<file path="src/rtl/core/igs_pkg.sv">
// shared types and constants for the gradient sharpness score block
`timescale 1ns / 1ps

package igs_pkg;

   localparam int PIX_W      = 8;
   localparam int CSR_IDX_W  = 2;
   localparam int CSR_DATA_W = 12;
   localparam int SCORE_W    = 19;
   localparam int GRAD_W     = 15;

   // largest |7*diag + 10*direct| over one window
   localparam longint unsigned GRAD_MAX = 64'd17340;

   localparam logic [CSR_IDX_W-1:0] REG_FRAME_WIDTH    = 2'd0;
   localparam logic [CSR_IDX_W-1:0] REG_FRAME_HEIGHT   = 2'd1;
   localparam logic [CSR_IDX_W-1:0] REG_ZERO_THRESHOLD = 2'd2;

   localparam logic [CSR_DATA_W-1:0] FRAME_WIDTH_RST    = 12'd2048;
   localparam logic [CSR_DATA_W-1:0] FRAME_HEIGHT_RST   = 12'd2048;
   localparam logic [PIX_W-1:0]      ZERO_THRESHOLD_RST = 8'd190;

   typedef logic [PIX_W-1:0] pixel_type;

   // [row][col], row 0 is the oldest line, col 2 the newest column
   typedef pixel_type [2:0][2:0] window_type;

   typedef struct packed {
      logic valid;
      logic interior;
      logic last;
   } tag_type;

endpackage

</file>
<file path="src/rtl/core/igs_divider.sv">
// restoring divider, one quotient bit per cycle, saturating quotient
`timescale 1ns / 1ps

module igs_divider
   import igs_pkg::*;
#(
   parameter int SUM_W     = 37,
   parameter int DEN_W     = 26,
   parameter int FRAC_BITS = 8
) (
   input  logic               clock,
   input  logic               reset,
   input  logic               start,
   input  logic [SUM_W-1:0]   dividend,
   input  logic [DEN_W-1:0]   divisor,
   output logic               done,
   output logic [SCORE_W-1:0] quotient
);

   localparam int NUM_W = SUM_W + FRAC_BITS;
   localparam int CNT_W = $clog2(NUM_W + 1);

   logic               busy_ff;
   logic [CNT_W-1:0]   cnt_ff;
   logic [NUM_W-1:0]   num_ff;
   logic [DEN_W-1:0]   den_ff;
   logic [DEN_W-1:0]   rem_ff;
   logic [SCORE_W-1:0] q_ff;
   logic               ovf_ff;
   logic               done_ff;

   logic [DEN_W:0]     rem_sh;
   logic               ge;
   logic [DEN_W-1:0]   rem_in;

   always_comb begin
      rem_sh = {rem_ff, num_ff[NUM_W-1]};
      ge     = rem_sh >= (DEN_W+1)'(den_ff);
      rem_in = ge ? DEN_W'(rem_sh - (DEN_W+1)'(den_ff)) : DEN_W'(rem_sh);
   end

   always_ff @(posedge clock) begin
      if (reset) begin
         busy_ff <= 1'b0;
         done_ff <= 1'b0;
         cnt_ff  <= '0;
      end else begin
         done_ff <= 1'b0;
         if (start) begin
            busy_ff <= 1'b1;
            cnt_ff  <= CNT_W'(NUM_W);
         end else if (busy_ff) begin
            cnt_ff <= cnt_ff - CNT_W'(1);
            if (cnt_ff == CNT_W'(1)) begin
               busy_ff <= 1'b0;
               done_ff <= 1'b1;
            end
         end
      end
   end

   always_ff @(posedge clock) begin
      if (start) begin
         num_ff <= NUM_W'(dividend) << FRAC_BITS;
         den_ff <= divisor;
         rem_ff <= '0;
         q_ff   <= '0;
         ovf_ff <= 1'b0;
      end else if (busy_ff) begin
         num_ff <= num_ff << 1;
         rem_ff <= rem_in;
         q_ff   <= {q_ff[SCORE_W-2:0], ge};
         ovf_ff <= ovf_ff | q_ff[SCORE_W-1];
      end
   end

   assign done     = done_ff;
   assign quotient = ovf_ff ? '1 : q_ff;

endmodule

</file>
<file path="config.mk">
export PLATFORM = sky130hd
export DESIGN_NAME = igs_divider
export DESIGN_NICKNAME = d
export VERILOG_FILES = /design/src/rtl/core/igs_pkg.sv /design/src/rtl/core/igs_divider.sv
export SDC_FILE = /design/constraint.sdc
export NUM_CORES = 1
export LEC_CHECK = 0
export BUFFER_PORTS_ARGS = -buffer_cell sky130_fd_sc_hd__buf_2
export CAP_MARGIN = 20
export CORE_UTILIZATION = 60
export CTS_BUF_LIST = sky130_fd_sc_hd__clkbuf_8
export DETAILED_ROUTE_END_ITERATION = 8
export PLACE_DENSITY_LB_ADDON = 0.15
export SYNTH_ARGS = -nofsm -noshare
export SYNTH_HDL_FRONTEND = slang
export SYNTH_SLANG_ARGS = --single-unit
export TNS_END_PERCENT = 100
</file>
<file path="constraint.sdc">
create_clock -name clock -period 3.9 [get_ports clock]
set_input_delay 0.195 -clock clock [delete_from_list [all_inputs] [get_ports clock]]
set_output_delay 0.195 -clock clock [all_outputs]
set_load 0.03 [all_outputs]
</file>
# Word level (Yosys, flattened, before mapping)
# Index checks and enable logic that the tools add are counted.
# Widths: inputs -> output; s select.
# totals
ff_bits	117
latch_bits	0
ram_bits	0
romBits	0
inputBits	66
output_inout_bits	20
elab_cells	28
n_memories	0
# classes
add_sub_neg	2
mul	0
div	0
n_lt_le_gt_ge	1
n_eq_ne	1
n_shift	0
muxes	10
n_bitwise	2
reduce_logical	3
# ops
operator	n
$mux 45	2
$ge 27x26->1	1
$mux 26	1
$sub 26x26->26	1
$mux 19	1
$mux 6	2
$eq 6x1->1 const B	1
$sub 6x1->6 const B	1
$mux 1	4
$reduce_or 3->1	1
$reduce_bool 2->1	1
$reduce_or 2->1	1
$not 1->1	1
$or 1x1->1	1

# Logic depth before layout (Yosys ltp)
# Gate-level depths: netlist (run 1).
# depth
depth_word	4
mapped_depth	13
ltp_nobuf	13

# Least setup slack after synthesis (run 1)
# Ideal clock, no wire load.
# synth_path
path_type	reg-to-reg
start	register num_ff[44]
end	register rem_ff[24]
setup_ps	122
t_arrival_ps	2841
required_ps	3778
setup_slack_ps	937
path_stages_with_launch	13
n_path_buf	0
synth_period_minus_slack_ps	2963
path_cell_list	edfxtp_1 -> inv_1 -> ha_1 -> inv_1 -> fa_1 -> a211o_1 -> a21oi_1 -> o21ai_1 -> a2111oi_0 -> o21ai_1 -> or4_1 -> nand4_1 -> o21ai_1
# synth_between
elab_chain_len	2
word_cells_on_any_way	3
classes_between	add/sub (1); order compare (1); mux (1)
# synth_lines
item	line	text
from (decl)	igs_divider.sv:25	logic [NUM_W-1:0] num_ff;
from (signal assigned)	igs_divider.sv:64	num_ff <= NUM_W'(dividend) << FRAC_BITS;
from (signal assigned)	igs_divider.sv:70	num_ff <= num_ff << 1;
$sub 26x26->26 or $ge 27x26->1 (tied branches)	igs_divider.sv:39, igs_divider.sv:38	
$mux 26 *	igs_divider.sv:39	rem_in = ge ? DEN_W'(rem_sh - (DEN_W+1)'(den_ff)) : DEN_W'(rem_sh);
to (signal assigned)	igs_divider.sv:71	rem_ff <= rem_in;
to (decl)	igs_divider.sv:27	logic [DEN_W-1:0] rem_ff;
# Mark *: on every way between the ends. The rest lies on a longest branch, timed or not.
# A chain may end at the register's enable or synchronous reset.

# Worst setup path after layout (run 1)
# layout_path
start	register num_ff[44]
end	register rem_ff[18]
# Same word-level chain as after synthesis.

==> results.rst, run 1 <==
.. list-table::
   :header-rows: 1

   * - Metric
     - Value
   * - Outcome
     - completed
   * - Mux cell area share after synthesis
     - 10.8%
   * - Area of the die
     - 10500 um^2
   * - Post-layout min period
     - 3520 ps
   * - Peak supply drop
     - 361 uV
   * - Dominant cells by area after synthesis
     - edfxtp_1 (31%), dfxtp_1 (18%), mux2_2 (6.7%), ha_1 (5.8%), nor2_1 (4.3%)
   * - Number of hold violations in the final report
     - 0
   * - Type of element capturing the critical path
     - register
   * - Starting density of the core
     - between 60 and 70%
   * - Die Span Y
     - 102 um
   * - Cell taking the most area after synthesis
     - edfxtp_1
   * - Setup TNS
     - 0 ps
   * - Cells on Worst Hold Path
     - 2
   * - RSZ-0062 raised after global routing
     - no
   * - Worst Path Class, Setup
     - reg2reg
   * - Worst-skew pair later-pin latency
     - 450 ps
   * - Synth warn
     - 0
   * - Worst R2R Path Depth
     - 13
   * - LEAKAGE
     - 3.21 nW
   * - Initial DRC count
     - 127
   * - Number of max-cap violations
     - 0
   * - Power density over cell area
     - a little over 400 nW/um^2
   * - Post-detailed-route via-to-cell ratio
     - 5.39
   * - Yosys reg bits
     - 117
   * - Area of the core
     - 9770 um^2
   * - Via count of the first global-routing pass
     - 4343
   * - Transition time at the pin with the least slew margin
     - between 900 and 1000 ps
   * - Post-CTS resize count
     - 0
   * - Worst hold-check path type
     - in2reg
   * - Post-placement setup slack
     - 481 ps
   * - Number of enable flip-flop cells after synthesis
     - 63
   * - Cell area after placement
     - 6560 um^2
   * - Final weighted congestion of routability-driven global placement
     - 0.838
   * - Power Internal
     - 2.14 mW
   * - Share of layout cells above drive strength 1
     - 25.5%
   * - Combinational family with the most area after synthesis
     - compound AO/OA/AOI/OAI gates
   * - Detailed placement HPWL
     - 7700 um
   * - Global route total overflow
     - 0
   * - Upper clock frequency limit
     - ~280 MHz
   * - Wire length of the first global-routing pass
     - between 15000 and 20000 um
   * - Post-synthesis cell count
     - 574
   * - Die width
     - 102 um
   * - H-tree levels
     - 4
   * - # setup viols final
     - 0
   * - CTS tree
     - done
   * - CTS sink cnt
     - approximately 120
   * - Post-layout nets
     - 776
   * - Final-layout fill cell count
     - between 700 and 800
   * - Number of antenna violations at the first check in global routing
     - 0
   * - Worst setup skew after layout
     - roughly 16 ps
   * - Worst-path fanout max
     - 3
   * - Iteration count of the initial detailed-routing pass
     - 4
   * - DRT antenna net count
     - 0
   * - Maximum count of clock buffers along a single path
     - 2
   * - I/O Pins
     - 86
   * - Distinct cells, synth
     - 56
   * - I/O Buffers
     - 85
   * - Headroom to the max-slew limit
     - 38.8%
   * - Area grow syn2layout
     - 19.0%
   * - Final slew viol count
     - 0
   * - Data arrival time of the critical path
     - 3850 ps
   * - Fraction of power consumed by combinational cells
     - 15.9%
   * - Switching part of the total power
     - 26.3%
   * - Final design area excluding fillers
     - 7190 um^2
   * - Via count
     - between 4000 and 5000
   * - Cell row count
     - 36
   * - Average instance area after synthesis
     - 10.5 um^2
   * - Total length of routed wires
     - about 12000 um
   * - Routed length per placed instance
     - approximately 14 um
   * - Area share of the largest cell type after synthesis
     - 31.3%
   * - Largest net degree at the start of global routing
     - 70
   * - Count of antenna diodes in the layout
     - 0
   * - Synth Flop Type
     - edfxtp_1
   * - XOR/XNOR share of the synthesized area
     - 3.62%
   * - Inserted Clock Buffers
     - 17
   * - Final worst path period share
     - 90.2%
   * - Clk pwr share
     - 34.7%
   * - Setup Fix Bufs, Post-CTS
     - 0
   * - Complex-gate fraction of the synthesized area
     - 13.3%
   * - Worst hold-check slack
     - 23.0 ps
   * - Final setup slack of the worst path
     - 382 ps
   * - Flop pwr share
     - 49.4%
   * - Post-Synth Simple-Gate Area
     - 12.3%
   * - Crit path required time
     - ~4200 ps
   * - Adder-cell share of the synthesized area
     - 6.12%
   * - Post-synth ARST share
     - 0%
   * - CTS clk-pin slew, worst paths
     - about 70 ps
   * - Post-route DRC violation count
     - 0
   * - Total GRT Usage
     - 24.3%
   * - Startpoint types
     - register
   * - Sw power
     - ~0.76 mW
   * - Cell Area, Synth
     - 6050 um^2
   * - Post-Synthesis Net Count
     - 669
   * - Cell at the root of the clock tree
     - clkbuf_8
   * - Post-synthesis sequential area ratio
     - between 40% and 50%
power groups by stage:
stage,Sequential (mW),Clock (mW),Combinational [mW]
after global routing,1.44,1.08,0.512
final,1.43,1.01,0.460
after floorplan,1.45,0,0.333
after detailed placement,1.46,0,0.434
after CTS,1.43,1.03,0.460
after global placement,1.46,0,0.422
flip-flops by register name, indices dropped and copies added (netlist names):
name and cells:
q_ff 19, cnt_ff 6, num_ff 37, rem_ff 26, den_ff 26, done 1, busy_ff 1, ovf_ff 1
layout by cell type, fill, tap and decap left out, types with 4 or more instances in the layout:
master,Yosys,routed
a211oi_1,21,21
o21ai_0,18,18
xor2_1,8,8
ha_1,28,28
nor2_1,70,70
a21o_1,11,11
buf_2,2,84
nor3_1,6,6
nand2_1,22,22
dlygate4sd3_1,0,27
xnor2_1,17,17
nand3_1,6,6
clkbuf_8,0,19
edfxtp_1,63,63
o21ai_1,4,4
a32oi_1,5,5
o21bai_1,6,6
a21oi_1,33,33
nand4_1,4,4
dfxtp_1,54,53
mux2i_1,25,25
inv_1,40,44
mux2_2,36,36
or2_2,19,19
buf_4,1,5
cells by family (layout without fill, tap and decap cells):
family,after synthesis,after routing
compound gates,121,121
xor+xnor,25,25
fa+ha+maj,29,29
buf+inv,69,189
flops,117,117
mux,61,61
simple gates,152,152
critical path: stages, from the launching register on:
cell and delay [ps]:
edfxtp_1 390, inv_1 70, ha_1 150, inv_1 50, fa_1 430, a211o_1 350, a21oi_1 220, o21ai_1 150
a2111oi_0 710, a21oi_1 150, a31oi_1 240, xnor2_1 140, mux2i_1 100, a211oi_1 260
metal layers:
layer  wire length, um  GRT usage (%)
met1              5320           28.6
met2              5650           40.4
met3               558           7.93
met4               205           11.1
met5                 0              0
area by class of cell:
cell class,instances,area [um^2],area share [%]
multi-input combinational,388,2790,38.8
clock buffer,19,262,3.64
inverter,40,150,2.09
sequential,117,2970,41.3
tap,133,166,2.31
clock inverter,13,98.8,1.37
timing repair buffer,117,748,10.4
Yosys cell counts (2+ instances only):
master     instances
nor2_1            70
edfxtp_1          63
dfxtp_1           54
inv_1             40
mux2_2            36
a21oi_1           33
ha_1              28
mux2i_1           25
clkbuf_1          22
nand2_1           22
a211oi_1          21
or2_2             19
o21ai_0           18
xnor2_1           17
a21o_1            11
xor2_1             8
nand3_1            6
nor3_1             6
o21bai_1           6
a32oi_1            5
nand4_1            4
o21ai_1            4
a211o_1            3
and3_1             3
and4_1             3
nand2b_1           3
a2111oi_0          2
a21boi_0           2
a31oi_1            2
and2_1             2
buf_1              2
buf_2              2
buf_6              2
nor2b_1            2
nor4_1             2
nor4b_1            2
o21a_1             2
o31a_1             2
or3_1              2
or4_1              2
final timing paths:
kind	start	end	slack, ps
max reg2reg	num_ff[44]$_DFFE_PP_	rem_ff[18]$_SDFFE_PP0P_	380
min	dividend[0]	num_ff[8]$_SDFFCE_PN0P_	20
min reg2reg	rem_ff[25]$_SDFFE_PP0P_	rem_ff[25]$_SDFFE_PP0P_	480
max	num_ff[44]$_DFFE_PP_	rem_ff[18]$_SDFFE_PP0P_	380
what timing repair did:
item | CTS | global route
endpoints found under the hold margin | 30 | 0
hold buffers | 27 | 0
setup endpoints to repair | 0 | 0
stage by stage:
| step | instances | utilization, % | power [mW] |
|---|---|---|---|
| floorplan | 574 | - | 1.78 |
| global placement | 768 | 67.1 | 1.88 |
| detailed placement | 768 | 67.1 | 1.89 |
| CTS | 827 | 73.6 | 2.92 |
| global route | 827 | 73.6 | 3.03 |
| finish | 827 | 73.6 | 2.90 |
(Power assumes the default switching activity.)
==> run 2, diff against run 1 <==
--- a/config.mk
+++ b/config.mk
@@ -7,8 +7,7 @@
 export LEC_CHECK = 0
 export BUFFER_PORTS_ARGS = -buffer_cell sky130_fd_sc_hd__buf_2
 export CAP_MARGIN = 20
-export CORE_UTILIZATION = 60
-export CTS_BUF_LIST = sky130_fd_sc_hd__clkbuf_8
+export CORE_UTILIZATION = 58
 export DETAILED_ROUTE_END_ITERATION = 8
 export PLACE_DENSITY_LB_ADDON = 0.15
 export SYNTH_ARGS = -nofsm -noshare
==> run 2 against run 1 <==
Total power up 14%. Flip-flop and latch count unchanged. Final area up 7.0%. First-iteration DRC count up 110%. Via count up 7.7%. Maximum frequency up 2.4%. Die area up 3.4%. Clock-buffer cell count up 9. Worst setup slack better by 82 ps. Sequential share of layout area down 2.7 points. Non-clock buffer count up 37. Critical path depth down 1.
==> results.rst, run 2 (synthesis gave the netlist of run 1 again) <==
.. list-table::
   :header-rows: 1

   * - Metric
     - Value
   * - Starting density of the core
     - 60.7% (-1.1 points)
   * - Post-detailed-route via-to-cell ratio
     - 5.55 (+3.1%)
   * - Area of the die
     - 10800 um^2 (+3.4%)
   * - Routed length per placed instance
     - 16.2 um (+14%)
   * - Total length of routed wires
     - 14000 um (+19%)
   * - CTS clk-pin slew, worst paths
     - 60 ps (about the same)
   * - I/O Buffers
     - 85 (unchanged)
   * - Iteration count of the initial detailed-routing pass
     - 5 (+1)
   * - Outcome
     - completed
   * - Worst Path Class, Setup
     - reg2reg
   * - Post-layout nets
     - 813 (+4.8%)
   * - Headroom to the max-slew limit
     - 32.7% (-6.2 points)
   * - Reg2Reg Setup Slack
     - 460 ps (+80 ps)
   * - Maximum count of clock buffers along a single path
     - 2 (unchanged)
   * - Number of antenna violations at the first check in global routing
     - 0 (unchanged)
   * - Critical path depth
     - 12 (-1)
   * - Total area of multi-input combinational cells
     - 2790 um^2 (unchanged)
   * - Flip-flop count of the largest register, all copies and words added
     - 37 (unchanged)
   * - Register area
     - 2970 um^2 (unchanged)
   * - Final Total Pwr
     - 3.31 mW (+14%)
   * - Number of hold violations in the final report
     - 0 (unchanged)
   * - Maximum cell stage delay along the critical path
     - 670 ps (-40 ps)
   * - Cell row count
     - 36 (unchanged)
   * - Final worst path period share
     - 88.1% (-2.1 points)
   * - CTS sink cnt
     - 117 (unchanged)
   * - Count of antenna diodes in the layout
     - 0 (unchanged)
   * - RSZ-0062 raised after global routing
     - no
   * - Startpoint types
     - register
   * - Share of layout cells above drive strength 1
     - 23.7% (-1.8 points)
   * - Post-CTS resize count
     - 0 (unchanged)
   * - Peak supply drop
     - 418 uV (+16%)
   * - Die Span Y
     - 104 um (+1.7%)
   * - Setup Fix Bufs, Post-CTS
     - 0 (unchanged)
   * - Setup TNS
     - 0 ps (unchanged)
   * - Worst hold-check path type
     - in2reg
   * - Upper clock frequency limit
     - 291 MHz (+2.4%)
   * - Via count
     - 4796 (+7.7%)
   * - Reg with most FFs
     - num_ff
   * - Crit path launch
     - num_ff[44]$_DFFE_PP_
   * - Number of max-cap violations
     - 0 (unchanged)
   * - Critical-path cell with the highest stage delay
     - a2111oi_0
   * - Post-route DRC violation count
     - 0 (unchanged)
   * - Wire length of the first global-routing pass
     - 22900 um (+19%)
   * - Final-layout fill cell count
     - 654 (-10%)
   * - DRT antenna net count
     - 0 (unchanged)
   * - Cts-stage hold buffer count
     - 64 (+140%)
   * - Via count of the first global-routing pass
     - 4788 (+10%)
   * - Total GRT Usage
     - 27.1% (+2.9 points)
   * - Initial DRC count
     - 269 (+110%)
   * - # setup viols final
     - 0 (unchanged)
   * - Area of the core
     - 9950 um^2 (+1.8%)
   * - Data arrival time of the critical path
     - 3850 ps (about the same)
   * - LEAKAGE
     - 3.41 nW (+6.4%)
   * - Crit path required time
     - 4310 ps (+70 ps)
   * - Detailed placement HPWL
     - 7860 um (+2.0%)
   * - CTS tree
     - done
   * - Die width
     - 104 um (+1.7%)
   * - Final weighted congestion of routability-driven global placement
     - 0.893 (+6.6%)
   * - I/O Pins
     - 86 (unchanged)
   * - Cell at the root of the clock tree
     - clkbuf_8
   * - Critical register-to-register path startpoint
     - num_ff[44]$_DFFE_PP_
   * - Cell Count, Final, Fillers Out
     - 864 (+4.5%)
   * - Area grow syn2layout
     - 27.3%
   * - Type of element capturing the critical path
     - register
   * - # placed instances
     - 768 (unchanged)
   * - Worst path buffer plus inverter count
     - 2 (unchanged)
   * - Post-layout min period
     - 3440 ps (-82.3 ps)
   * - Global route total overflow
     - 0 (unchanged)
   * - Most frequent cells in the layout
     - buf_2 (84), nor2_1 (70), dlygate4sd3_1 (64)
   * - Transition time at the pin with the least slew margin
     - 1010 ps (+92.6 ps)
   * - Largest registers in the final layout
     - num_ff: 37 flops, den_ff: 26 flops, rem_ff: 26 flops
   * - Worst R2R Path Depth
     - 12 (-1)
   * - Inserted Clock Buffers
     - 17 (unchanged)
   * - H-tree levels
     - 4 (unchanged)
   * - Cell repeated most along the worst path
     - o21ai_1
   * - Largest net degree at the start of global routing
     - 62 (-11%)
   * - RR Endpoint
     - rem_ff[24]$_SDFFE_PP0P_
   * - Leading cell type in the layout, fill and taps excluded
     - buf_2
   * - Worst-path fanout max
     - 3 (unchanged)
   * - Worst setup skew after layout
     - 9.76 ps (-6.63 ps)
   * - CP top delay family
     - compound AO/OA/AOI/OAI gates
   * - Worst hold-check slack
     - 258 ps (+235 ps)
   * - Worst-skew pair later-pin latency
     - 540 ps (+90 ps)
   * - Termination of the worst setup path
     - rem_ff[24]$_SDFFE_PP0P_
   * - Cell-by-cell trace of the critical path
     - inv_1 -> ha_1 -> inv_1 -> fa_1 -> a211o_1 -> a21oi_1 -> o21ai_1 -> a2111oi_0 -> o21ai_1 -> or4_1 -> nand4_1 -> o21ai_1
   * - Final slew viol count
     - 0 (unchanged)
   * - Power density over cell area
     - 430 nW/um^2 (+6.8%)
==> run 2: changes by cell type in the layout (fill, tap and decap cells not counted), moves of 2 or more <==
cell           before  now
clkbuf_16           0   17
clkbuf_8           19    2
clkinvlp_4          3    1
clkinv_4            2    0
dlygate4sd3_1      27   64
clkbuf_1            0    9
inv_1              44   40
==> run 2: worst min path at each step <==
stage	slack, ps	start	to	depth (start not counted)
floorplan	290	divisor[0]	den_ff[0]$_DFFE_PP_	0
global placement	370	divisor[11]	den_ff[11]$_DFFE_PP_	1
detailed placement	370	divisor[10]	den_ff[10]$_DFFE_PP_	1
CTS	250	start	den_ff[9]$_DFFE_PP_	1
global route	280	start	den_ff[9]$_DFFE_PP_	1
finish	260	start	den_ff[7]$_DFFE_PP_	1
==> run 2: metal layers <==
layer  global-route usage [%]  routed length [um]  vias up
met5                        0                   0        -
met4                     11.4                 282        0
met3                     7.64                 694       25
met2                     46.4                7050      126
met1                     32.0                5960     2297
li1                         -                   -     2348
==> run 2: final cells by class <==
type	instances	area share, %
Sequential cell	117	38.6
Multi-Input combinational cell	388	36.3
Timing Repair Buffer	154	14.4
Clock buffer	28	6.32
Tap cell	133	2.16
Inverter	40	1.95
Clock inverter	4	0.292
==> run 2: metrics by stage <==
stage	utilization (%)	worst slack [ps]	area (um^2)
2_1_floorplan	-	937	6050
3_3_place_gp	65.8	556	6550
3_5_place_dp	65.8	511	6550
4_1_cts	77.4	489	7700
5_1_grt	77.4	136	7700
6_report	77.4	465	7700
==> run 2: power breakdown <==
| part | total [mW] | switching [mW] | internal (mW) |
|---|---|---|---|
| combinational | 0.495 | 0.255 | 0.240 |
| sequential | 1.45 | 0.0493 | 1.40 |
| clock | 1.37 | 0.538 | 0.832 |
| total | 3.31 | 0.842 | 2.47 |
