### src/rtl/core/igs_pkg.sv
// shared types and constants for the gradient sharpness score block
`timescale 1ns / 1ps

package igs_pkg;

   localparam int PIX_W      = 8;
   localparam int CSR_IDX_W  = 2;
   localparam int CSR_DATA_W = 12;
   localparam int SCORE_W    = 19;
   localparam int GRAD_W     = 15;

   // largest |7*diag + 10*direct| over one window
   localparam longint unsigned GRAD_MAX = 64'd17340;

   localparam logic [CSR_IDX_W-1:0] REG_FRAME_WIDTH    = 2'd0;
   localparam logic [CSR_IDX_W-1:0] REG_FRAME_HEIGHT   = 2'd1;
   localparam logic [CSR_IDX_W-1:0] REG_ZERO_THRESHOLD = 2'd2;

   localparam logic [CSR_DATA_W-1:0] FRAME_WIDTH_RST    = 12'd2048;
   localparam logic [CSR_DATA_W-1:0] FRAME_HEIGHT_RST   = 12'd2048;
   localparam logic [PIX_W-1:0]      ZERO_THRESHOLD_RST = 8'd190;

   typedef logic [PIX_W-1:0] pixel_type;

   // [row][col], row 0 is the oldest line, col 2 the newest column
   typedef pixel_type [2:0][2:0] window_type;

   typedef struct packed {
      logic valid;
      logic interior;
      logic last;
   } tag_type;

endpackage

### src/rtl/core/igs_grad_acc.sv
// weighted window gradient and the per-frame accumulator
`timescale 1ns / 1ps

module igs_grad_acc
   import igs_pkg::*;
#(
   parameter int SUM_W = 37
) (
   input  logic             clock,
   input  logic             reset,
   input  logic             clear,
   input  tag_type          win_tag,
   input  window_type       window,
   output logic             frame_done,
   output logic [SUM_W-1:0] frame_sum
);

   logic signed [10:0] diag;
   logic signed [10:0] direct;
   logic signed [15:0] diag_x;
   logic signed [15:0] direct_x;
   logic signed [15:0] mix;
   logic [GRAD_W-1:0]  grad_in;

   logic [GRAD_W-1:0]  grad_ff;
   tag_type            s3_tag_ff;
   logic [SUM_W-1:0]   sum_ff;
   logic [SUM_W-1:0]   sum_in;

   always_comb begin
      diag = $signed({3'b000, window[0][0]}) + $signed({3'b000, window[0][2]})
           + $signed({3'b000, window[2][0]}) + $signed({3'b000, window[2][2]})
           - $signed({1'b0, window[1][1], 2'b00});
      direct = $signed({3'b000, window[0][1]}) + $signed({3'b000, window[1][0]})
             + $signed({3'b000, window[1][2]}) + $signed({3'b000, window[2][1]})
             - $signed({1'b0, window[1][1], 2'b00});
      diag_x   = 16'(diag);
      direct_x = 16'(direct);
      // 7*diag + 10*direct as shift-adds
      mix = (diag_x <<< 3) - diag_x + (direct_x <<< 3) + (direct_x <<< 1);
      grad_in = mix[15] ? GRAD_W'(-mix) : GRAD_W'(mix);
   end

   always_comb begin
      sum_in = sum_ff;
      if (s3_tag_ff.valid && s3_tag_ff.interior) begin
         sum_in = sum_ff + SUM_W'(grad_ff);
      end
   end

   always_ff @(posedge clock) begin
      grad_ff <= grad_in;
   end

   always_ff @(posedge clock) begin
      if (reset) begin
         s3_tag_ff <= '0;
         sum_ff    <= '0;
      end else begin
         s3_tag_ff <= win_tag;
         if (clear || (s3_tag_ff.valid && s3_tag_ff.last)) begin
            sum_ff <= '0;
         end else if (s3_tag_ff.valid) begin
            sum_ff <= sum_in;
         end
      end
   end

   assign frame_done = s3_tag_ff.valid && s3_tag_ff.last;
   assign frame_sum  = sum_in;

endmodule

### config.mk
export PLATFORM = sky130hd
export DESIGN_NAME = igs_grad_acc
export DESIGN_NICKNAME = d
export VERILOG_FILES = /design/src/rtl/core/igs_pkg.sv /design/src/rtl/core/igs_grad_acc.sv
export SDC_FILE = /design/constraint.sdc
export NUM_CORES = 1
export LEC_CHECK = 0
export BUFFER_PORTS_ARGS = -buffer_cell sky130_fd_sc_hd__clkbuf_2
export CAP_MARGIN = 25
export CORE_ASPECT_RATIO = 1.1
export CORE_MARGIN = 2
export CORE_UTILIZATION = 55
export CTS_BUF_LIST = sky130_fd_sc_hd__clkbuf_16
export DETAILED_ROUTE_END_ITERATION = 10
export GPL_TIMING_DRIVEN = 0
export PLACE_DENSITY = 0.79
export SYNTH_ARGS = -nofsm -noshare
export SYNTH_HDL_FRONTEND = slang
export SYNTH_SLANG_ARGS = --single-unit
### constraint.sdc
create_clock -name clock -period 22 [get_ports clock]
set_input_delay 4.4 -clock clock [delete_from_list [all_inputs] [get_ports clock]]
set_output_delay 4.4 -clock clock [all_outputs]
set_load 0.01 [all_outputs]
# Yosys cells after proc, flatten, opt, wreduce, memory -nomap -nowiden
# Index checks and enable logic that the tools add are counted.
# Widths: inputs -> output; s select.
dict set report classes {
  shift 0
  eq_ne 0
  div 0
  n_bitwise 0
  n_mul 0
  n_mux 2
  n_reduce_logical 4
  addsub 13
  order_cmp 0
}
# cell n
set op_table {}
lappend op_table {{$add 37x15->37} 1}
lappend op_table {{$mux 37} 1}
lappend op_table {{$add 10x8->11} 2}
lappend op_table {{$sub 11x11->11} 2}
lappend op_table {{$add 9x8->10} 2}
lappend op_table {{$add 8x8->9} 2}
lappend op_table {{$add 15x14->16} 1}
lappend op_table {{$add 16x12->16} 1}
lappend op_table {{$mux 15} 1}
lappend op_table {{$neg 15->15} 1}
lappend op_table {{$sub 14x11->15} 1}
lappend op_table {{$logic_and 1x1->1} 2}
lappend op_table {{$reduce_or 2->1} 1}
lappend op_table {{$logic_or 1x1->1} 1}
dict set report totals {
  wordCells 24
  memories 0
  latchBits 0
  ram_bits 0
  mem_bits_ro 0
  ff_bits 55
  out_inout_bits 38
  in_bits 78
}

# Depth between registers and ports, before layout
# Gate-level depths: netlist of the first run.
dict set report logic_depth {
  word_depth 9
  mapped_depth 29
  depth_no_buf 29
}

# Worst setup path after synthesis of the first run
# OpenSTA, ideal clock, no wires.
dict set report synth_path {
  path_type {in2reg}
  startpoint {input window[33] (netlist bit)}
  endpoint {register grad_ff[14]}
  arrival_time_ns 10.395
  stages 26
  path_slack_ns 11.482
  n_path_buf 0
  required_ns 21.877
  setup_time_ns 0.123
  cell_sequence {inv_1 -> fa_1 -> fa_1 -> inv_1 -> fa_1 -> inv_1 -> ha_1 -> nor2b_1 -> o21ai_0 -> a21boi_0 -> o21a_1 -> o21ai_0 -> nand2b_1 -> a21o_1 -> xor2_1 -> fa_1 -> fa_1 -> inv_1 -> ha_1 -> a2111oi_0 -> a211oi_1 -> or2_2 -> a211oi_1 -> a211oi_1 -> a41oi_1 -> xnor2_1}
}
dict set report synth_between {
  elab_chain_len 6
  word_cells_on_any_way 7
  classes_between {add/sub (6); mux (1)}
}
# element line_no
set synth_rtl {}
lappend synth_rtl {{start, declared} igs_grad_acc.sv:13} ;# input window_type window,
lappend synth_rtl {{$sub 11x11->11} igs_grad_acc.sv:33} ;# - $signed({1'b0, window[1][1], 2'b00});
lappend synth_rtl {{$sub 14x11->15} igs_grad_acc.sv:40} ;# mix = (diag_x <<< 3) - diag_x + (direct_x <<< 3) + (direct_x <<< 1);
lappend synth_rtl {{$add 15x14->16} igs_grad_acc.sv:40}
lappend synth_rtl {{$add 16x12->16 *} igs_grad_acc.sv:40}
lappend synth_rtl {{$neg 15->15} igs_grad_acc.sv:41} ;# grad_in = mix[15] ? GRAD_W'(-mix) : GRAD_W'(mix);
lappend synth_rtl {{$mux 15 *} igs_grad_acc.sv:41}
lappend synth_rtl {{via grad_in[14]} igs_grad_acc.sv:23} ;# logic [GRAD_W-1:0] grad_in;
lappend synth_rtl {{end signal, assigned} igs_grad_acc.sv:52} ;# grad_ff <= grad_in;
lappend synth_rtl {{end, declared} igs_grad_acc.sv:25} ;# logic [GRAD_W-1:0] grad_ff;
# The timed path passes the listed nets; every way through them passes the cells marked *.
# A chain may end at the register's enable or synchronous reset.

# Worst setup path in the final report of the first run
dict set report layout_path {
  startpoint {input window[32] (netlist bit)}
  endpoint {register grad_ff[9]}
}
# The elaborated chain is that of the path after synthesis.

==> results.ini, run 1 <==
[sta]
fmax_mhz=90.8
timing.final.hold_violations=0
fin_skew_ns=0.00619
fin_setup_tns_ns=0
worst_slew_pin_slew_ns=0.935
rsz0062_at_grt=false
finalSetupViolations=0
slew_violations=0
relSlewSlack_pct=36.9
period_needed_ns=11.02
fin_crit_sh_pct=50.1

[synth]
ys_warn_count=0
synth_seq_cells=55
synth_area_leader_cell=fa_1
synth_top_cell_area_share_pct=19.9
syn_area_um2=6230
synth_ff_type=dfxtp_1
synthArstFlopShare_pct=0
syn_nets=925
synth_edf_count=0
ys_seq_area_share_pct=17.7
yosysUniqueCellTypes=57
synthTopCellsByArea=fa_1, dfxtp_1, ha_1
syn_area_per_cell_um2=8.64
syn_inst=721

[clock_tree]
post_cts_buffers=0
cts_resized=0
cts_tree=built
hold_buffers=0
cts_root_buffer=clkbuf_16
cts_buffer_depth=2
clkLatencyLatePin_ns=0.29
cts_made_buffers=5
cts.sinks=55
htree_num_levels=2
clkTransAtPathRegs_ns=0.07

[drt]
drt-initial-drc-count=312
wl_um=13100
drt_first_pass_iters=7
drc=0
wire_per_inst_um=13.2
num_vias=5258
antenna_left=0
via_per_inst=5.31

[floorplanning]
num_rows=40
dieWidth_um=105
initial_utilization_pct=56.8
die-area_um2=12200
pin_count=116
die_height_um=116
coreArea_um2=11000

[worst_hold_path]
min_path_type=reg2reg
min_from=sum_ff[3]
hold_depth=2

[setup_path]
endpoint_kind=flip-flop
path_common_cell=inv_1
slowest_delay_ns=0.55
cp_top_family=adder cells
crit_arrival_ns=11.24
crit_cells=29
crit_type=in2reg
crit-reg2reg-launch=sum_ff[0]
r2r_setup_slack_ns=18.90
worstPathMaxFanout=10
cp-start-kind=input port
crit_required_ns=22.22
crit_path_start=window[32]
cp_slowest_cell=fa_1
path_buf_inv=8
r2r_cells=11

[cells_and_area]
nets=1047
n_antenna_cell=0
post_route_cells_drive_above_1_share_pct=17.7
area_growth_pct=14.6

[global_routing]
grt_pass1_vias=5413
grt_pass1_wl_um=22900
antenna_found_initial=0
grt_overflow=0
grt_max_degree=19
grt_util_all_layers_pct=22.5

[placement]
gp_congestion=0.879
dp_hpwl_um=11300
portBuffers=115

[run]
maxCapViolCount=0

[outcome]
run_status=complete, no violations

placed cells by master (no fill, tap or decap), types with 3 or more instances in the layout:
master / n
inv_1: 140
clkbuf_2: 115
ha_1: 64
fa_1: 62
dfxtp_1: 55
nand2_1: 48
a21oi_1: 47
xnor2_1: 41
nor2_1: 34
and2_1: 27
xor2_1: 23
nand3_1: 18
o21ai_0: 16
a21o_1: 15
nor2b_1: 10
clkbuf_1: 9
o21a_1: 8
nor3_1: 7
o211ai_1: 6
or3_1: 6
a211oi_1: 6
and3_1: 5
o31ai_1: 5
o21bai_1: 5
a31oi_1: 5
clkbuf_16: 5
buf_2: 4
o2111ai_1: 4
or2_2: 4
nand4_1: 3
a2111oi_2: 3
or4_1: 3
mux2_2: 3
mux2i_1: 3
kinds of logic (layout without fill, tap and decap cells):
logic type / after synthesis / after routing / share of synthesized area [%]
multiplexers: 6 / 6 / 1.02
XOR/XNOR: 64 / 64 / 9.00
AND/OR/NAND/NOR: 174 / 174 / 14.2
adder cells (fa/ha/maj): 126 / 126 / 32.8
buffers and inverters: 153 / 276 / 9.30
flip-flops: 55 / 55 / 17.7
AO/OA/AOI/OAI: 143 / 143 / 16.0
metrics by stage:
step | hold WS [ns] | instance area, um2 | setup WS (ns) | util, % | cells
after floorplan | 0.458 | 6230 | 11.48 | - | 721
after global placement | 0.476 | 6990 | 10.85 | 63.7 | 983
after detailed placement | 0.482 | 6990 | 10.69 | 63.7 | 983
after CTS | 0.492 | 7130 | 10.98 | 65.1 | 991
after global routing | 0.520 | 7130 | 10.52 | 65.1 | 991
final | 0.488 | 7130 | 10.98 | 65.1 | 991
worst register-to-register path: stages (launching register included):
cell,delay (ns)
dfxtp_1,0.34
ha_1,0.17
inv_1,0.06
fa_1,0.40
nor2b_1,0.13
o21ai_1,0.08
a21oi_1,0.25
o2111ai_1,0.24
a21oi_2,0.43
o21ai_2,0.21
or4_1,0.57
a21oi_1,0.15
Yosys cell counts, types with 3 or more instances:
| master | instances |
|---|---|
| nand2_1 | 48 |
| a2111oi_2 | 3 |
| nor3_1 | 7 |
| nor2_1 | 34 |
| and3_1 | 5 |
| o21ai_0 | 16 |
| a31oi_1 | 5 |
| a21o_1 | 15 |
| buf_2 | 4 |
| a21oi_1 | 47 |
| clkbuf_1 | 9 |
| nor2b_1 | 10 |
| nand3_1 | 18 |
| ha_1 | 64 |
| mux2i_1 | 3 |
| xnor2_1 | 41 |
| a211oi_1 | 6 |
| o2111ai_1 | 4 |
| inv_1 | 140 |
| o211ai_1 | 6 |
| fa_1 | 62 |
| and2_1 | 27 |
| o21bai_1 | 5 |
| o31ai_1 | 5 |
| or3_1 | 6 |
| nand4_1 | 3 |
| dfxtp_1 | 55 |
| o21a_1 | 8 |
| xor2_1 | 23 |
| or4_1 | 3 |
| mux2_2 | 3 |
| or2_2 | 4 |
worst paths after layout:
kind                endpoint
setup / recovery  grad_ff[9]
hold / removal     sum_ff[3]
setup reg to reg  sum_ff[32]
hold reg to reg    sum_ff[3]
state kept, by name, summed over array words and instances, names as in the netlist:
name / flops
grad_ff: 15
sum_ff: 37
s3_tag_ff: 3
layer usage:
| metal | share of wire (%) | GRT usage (%) | wire length [um] | vias to the layer above |
|---|---|---|---|---|
| met5 | 0 | 0 | 0 | - |
| met4 | 2.1 | 7.02 | 278 | 0 |
| met3 | 3.3 | 2.19 | 435 | 28 |
| met2 | 53 | 43.9 | 7020 | 124 |
| met1 | 41 | 26.0 | 5390 | 2488 |
| li1 | - | - | - | 2618 |
layout make-up:
| type | count | area, um2 |
|---|---|---|
| sequential | 55 | 1100 |
| clock buffer | 5 | 125 |
| buffer | 13 | 53.8 |
| tap | 147 | 184 |
| multi-input combinational | 513 | 4550 |
| fill | 908 | 3830 |
| inverter | 140 | 526 |
| clock inverter | 3 | 23.8 |
| timing repair buffer | 115 | 576 |
Power of run 1 is left out: the tool's default activity adds up to more than one toggle a clock period on the data nets, which glitch-free logic cannot reach.
==> inputs of run 2 (changes only) <==
CORE_UTILIZATION = 52   (was 55)
PLACE_DENSITY = 0.78   (was 0.79)
clock period = 9.63 ns   (was 22 ns; I/O delays follow)
==> run 2 against run 1 <==
Net effect:
- clock-buffer cell count unchanged
- via count fell by 2.1%
- highest routed layer unchanged
- hold slack improved by 0.0074 ns
- die area grew 5.6%
- first-iteration DRC count is 5.4% higher
- cell count up 0.30%
==> results.ini, run 2 (same netlist as run 1, synthesis figures left out) <==
[drt]
wire_per_inst_um=12.1  ; -8.8%
wl_um=12000  ; -8.5%
num_vias=5150  ; -2.1%
drt-initial-drc-count=329  ; +5.4%
via_per_inst=5.18  ; -2.3%
drc=0  ; unchanged
drt_first_pass_iters=4  ; -3
antenna_left=0  ; unchanged

[setup_path]
cp_top_family=adder cells
worstPathMaxFanout=10  ; unchanged
timing.rr.end=sum_ff[30]
endpoint_kind=flip-flop
path_common_cell=inv_1
r2r_cells=11  ; unchanged
crit_arrival_ns=8.68  ; -2.56 ns
cp_slowest_cell=fa_1
cp-start-kind=input port
slowest_delay_ns=0.55  ; about the same
crit-reg2reg-launch=sum_ff[0]
crit_type=in2reg
path_buf_inv=8  ; unchanged
r2r_setup_slack_ns=6.50  ; -12.40 ns
crit_required_ns=9.85  ; -12.37 ns

[floorplanning]
num_rows=41  ; +2.5%
die_height_um=119  ; +2.7%
dieWidth_um=108  ; +2.7%
coreArea_um2=11600  ; +5.8%
initial_utilization_pct=53.7  ; -3.1 points
pin_count=116  ; unchanged
die-area_um2=12900  ; +5.6%

[global_routing]
grt_max_degree=18  ; -1
use_met1_pct=25.0  ; -0.95 points
grt_pass1_wl_um=21600  ; -6.1%
grt_util_all_layers_pct=20.1  ; -2.5 points
met3_usage_pct=2.37  ; +0.18 points
grt_pass1_vias=5134  ; -5.2%
use_met2_pct=37.0  ; -6.9 points
antenna_found_initial=0  ; unchanged
grt_busiest_layer=met2
grt_overflow=0  ; unchanged

[cells_and_area]
mostFrequentLayoutCell=inv_1
largest_reg_flops=37  ; unchanged
n_antenna_cell=0  ; unchanged
area_growth_pct=15.0
nets=1047  ; unchanged
post_route_cells_drive_above_1_share_pct=17.7  ; unchanged
fin_util_pct=61.7  ; -3.3 points
largest_register=sum_ff
final_cell_mix=inv_1, clkbuf_2, ha_1
top_regs=sum_ff: 37 flops, grad_ff: 15 flops, s3_tag_ff: 3 flops

[clock_tree]
cts_resized=0  ; unchanged
post_cts_buffers=0  ; unchanged
htree_num_levels=2  ; unchanged
cts.sinks=55  ; unchanged
hold_buffers=0  ; unchanged
cts_root_buffer=clkbuf_16
clkLatencyLatePin_ns=0.29  ; about the same
cts_buffer_depth=2  ; unchanged
cts_tree=built
clkTransAtPathRegs_ns=0.07  ; about the same
cts_made_buffers=5  ; unchanged

[sta]
fin_setup_tns_ns=0  ; unchanged
rsz0062_at_grt=false
fmax_mhz=118
worst_slew_pin_slew_ns=0.950  ; +0.0155 ns
slew_violations=0  ; unchanged
fin_crit_sh_pct=87.9
worst_hold_slack_ns=0.496  ; +0.00740 ns
relSlewSlack_pct=35.8  ; -1.0 points
timing.final.hold_violations=0  ; unchanged
period_needed_ns=8.47
fin_skew_ns=0.00916  ; +0.00298 ns
finalSetupViolations=0  ; unchanged

[worst_hold_path]
holdPathEnd=sum_ff[3]
min_from=sum_ff[3]
min_path_type=reg2reg
hold_depth=2  ; unchanged

[run]
maxCapViolCount=0  ; unchanged

[placement]
gp_congestion=0.835  ; -5.1%
portBuffers=115  ; unchanged
dp_hpwl_um=10200  ; -9.2%

[outcome]
run_status=complete, no violations

[run 2: cell types whose count changed in the layout (fill, tap and decap cells not counted)]
cell and change:
inv_8 -1, bufinv_16 +1, clkinv_4 +1, clkinvlp_4 -1
[run 2: how the worst max path moves through the flow]
stage	from	to	slack, ns	depth (start not counted)
after detailed placement	window[32]	grad_ff[6]	0.90	29
after global routing	window[32]	grad_ff[7]	0.68	29
final	window[32]	grad_ff[9]	1.16	29
after floorplan	window[33]	grad_ff[14]	1.59	26
after global placement	window[32]	grad_ff[7]	0.97	29
after CTS	window[32]	grad_ff[9]	1.18	29
[run 2: per-stage QoR]
step / worst slack, ns / area, um2 / cells
after floorplan: 1.59 / 6230 / 721
after global placement: 0.975 / 6990 / 986
after detailed placement: 0.901 / 6990 / 986
after CTS: 1.18 / 7160 / 994
after global routing: 0.681 / 7160 / 994
final: 1.16 / 7160 / 994
[run 2: layer usage]
metal | routed length [um] | vias to the layer above | share of wire, %
li1 | - | 2613 | -
met1 | 5250 | 2428 | 44
met2 | 6140 | 95 | 51
met3 | 471 | 14 | 3.9
met4 | 138 | 0 | 1.2
met5 | 0 | - | 0
[run 2: worst reg2reg max path, stage by stage, from the launching register on]
cell and delay (ns):
dfxtp_1 0.35, ha_1 0.18, inv_1 0.06, fa_1 0.40
nor2b_1 0.14, o21ai_1 0.09, a21oi_1 0.25, o2111ai_1 0.24
a21oi_2 0.41, o21ai_2 0.21, or4_1 0.56, a21oi_1 0.16
[run 2: area by class of cell]
cell class / instances / area (um2)
clock buffer: 5 / 125
inverter: 140 / 526
sequential: 55 / 1100
fill: 1030 / 4440
multi-input combinational: 513 / 4550
timing repair buffer: 115 / 576
tap: 150 / 188
clock inverter: 3 / 43.8
buffer: 13 / 53.8
Power of run 2 is left out for the same reason.
==> inputs of run 3 (changes only) <==
ABC_CLOCK_PERIOD_IN_PS = 7420   (was not set)
clock period = 7.42 ns   (was 9.63 ns; I/O delays follow)
==> run 3 against run 2 <==
Net effect:
- the run now ends with setup timing left
- wire length increased by 11%
- register-to-register slack lost 2.3 ns
- die area unchanged
- clock skew is 0.0028 ns lower
- setup slack worse by 1.2 ns
- critical endpoint is now grad_ff[11]
==> results.ini, run 3 (same netlist as run 1, synthesis figures left out) <==
[outcome]
run_status=finished with violations
violations=setup timing

[drt]
via_per_inst=5.20  ; +0.43%
drt_first_pass_iters=4  ; unchanged
wire_per_inst_um=13.1  ; +8.9%
wl_um=13300  ; +11%
antenna_left=0  ; unchanged
drt-initial-drc-count=289  ; -12%
num_vias=5271  ; +2.3%
drc=0  ; unchanged

[cells_and_area]
multi_input_area_um2=4880  ; +7.3%
largest_reg_flops=37  ; unchanged
n_antenna_cell=0  ; unchanged
nets=1066  ; +1.8%
fillers=919  ; -11%
mostFrequentLayoutCell=inv_1
final-instance-count-excl-fill=1013  ; +1.9%
final_cell_mix=inv_1, clkbuf_2, fa_1
area_growth_pct=22.9
largest_register=sum_ff
seq_area_um2=1100  ; unchanged
top_regs=sum_ff: 37 flops, grad_ff: 15 flops, s3_tag_ff: 3 flops
post_route_cells_drive_above_1_share_pct=25.5  ; +7.8 points

[clock_tree]
cts_tree=built
cts_made_buffers=5  ; unchanged
hold_buffers=0  ; unchanged
cts_root_buffer=clkbuf_16
htree_num_levels=2  ; unchanged
clkTransAtPathRegs_ns=0.07  ; about the same
cts.sinks=55  ; unchanged
clkLatencyLatePin_ns=0.29  ; about the same
cts_buffer_depth=2  ; unchanged

[sta]
fmax_mhz=135
worst_slew_pin_slew_ns=0.899  ; -0.0515 ns
setup_ws_ns=-0.0145  ; -1.18 ns
relSlewSlack_pct=39.3  ; +3.5 points
period_needed_ns=7.43
fin_crit_sh_pct=100
fin_skew_ns=0.00638  ; -0.00278 ns
slew_violations=0  ; unchanged
fin_setup_tns_ns=-0.0253  ; -0.0253 ns
timing.final.hold_violations=0  ; unchanged
rsz0062_at_grt=true
finalSetupViolations=2  ; +2

[setup_path]
crit-reg2reg-launch=sum_ff[0]
endpoint_kind=flip-flop
worstPathMaxFanout=4  ; -6
cp-start-kind=input port
r2r_setup_slack_ns=4.21  ; -2.29 ns
crit_path_start=window[2]
crit_type=in2reg
crit_arrival_ns=7.60  ; -1.08 ns
r2r_cells=11  ; unchanged
crit_required_ns=7.59  ; -2.26 ns

[floorplanning]
die-area_um2=12900  ; unchanged
pin_count=116  ; unchanged
initial_utilization_pct=53.7  ; unchanged
die_height_um=119  ; unchanged
coreArea_um2=11600  ; unchanged
dieWidth_um=108  ; unchanged
num_rows=41  ; unchanged

[worst_hold_path]
hold_depth=2  ; unchanged
min_from=sum_ff[5]
min_path_type=reg2reg

[global_routing]
grt_pass1_vias=5227  ; +1.8%
grt_overflow=0  ; unchanged
grt_pass1_wl_um=22000  ; +1.9%
grt_max_degree=17  ; -1
antenna_found_initial=0  ; unchanged
grt_util_all_layers_pct=20.5  ; +0.39 points

[placement]
dp_hpwl_um=10300  ; about the same
portBuffers=115  ; unchanged
gp_congestion=0.821  ; -1.6%
place_inst=986  ; unchanged
preCtsSetupSlack_ns=-0.644  ; -1.55 ns

[run]
maxCapViolCount=0  ; unchanged

[run 3: timing repair]
action,4_1_cts,5_1_grt
gates cloned,0,1
pin swaps,15,35
endpoints found under the hold margin,0,0
setup buffers,11,7
resized for setup,22,53
endpoints found under the setup margin,14,14
[run 3: metal layers]
layer	GRT usage, %	share of wire (%)	wire length (um)
met4	4.33	1.5	199
met5	0	0	0
met3	1.82	3.0	403
met2	37.3	53	7050
met1	26.0	42	5650
[run 3: worst max-delay path, cell delays in order]
cell	delay, ns
buf_6	0.09
fa_1	0.48
fa_1	0.49
inv_1	0.05
fa_1	0.50
inv_1	0.05
ha_1	0.28
a21o_1	0.19
a21oi_2	0.21
buf_4	0.14
buf_4	0.09
buf_4	0.09
buf_4	0.12
xnor2_4	0.08
fa_1	0.50
fa_1	0.52
inv_1	0.05
ha_1	0.34
xnor2_1	0.17
or3b_2	0.49
nor3_1	0.37
nor2b_1	0.24
and2_1	0.28
a21oi_1	0.14
xnor2_1	0.16
[run 3: metrics by stage]
step	hold slack [ns]	utilization, %	area, um2
after detailed placement	0.483	60.5	7010
final	0.493	66.0	7650
after CTS	0.493	63.2	7330
after floorplan	0.458	-	6250
after global routing	0.533	66.0	7650
after global placement	0.477	60.5	7010
[run 3: area by class of cell]
cell class              instances  area share [%]
repair buffers                134            9.83
clock inverters                 3           0.213
inverters                     140            6.90
plain buffers                  13           0.834
well taps                     150            2.45
clock buffers                   5            1.64
multi-input cells             513            63.8
flip-flops and latches         55            14.4
[run 3: final timing paths]
path,endpoint
worst max-delay path,grad_ff[11]
worst min-delay path,sum_ff[5]
worst max register to register,sum_ff[30]
worst min register to register,sum_ff[5]
Power of run 3 is left out for the same reason.
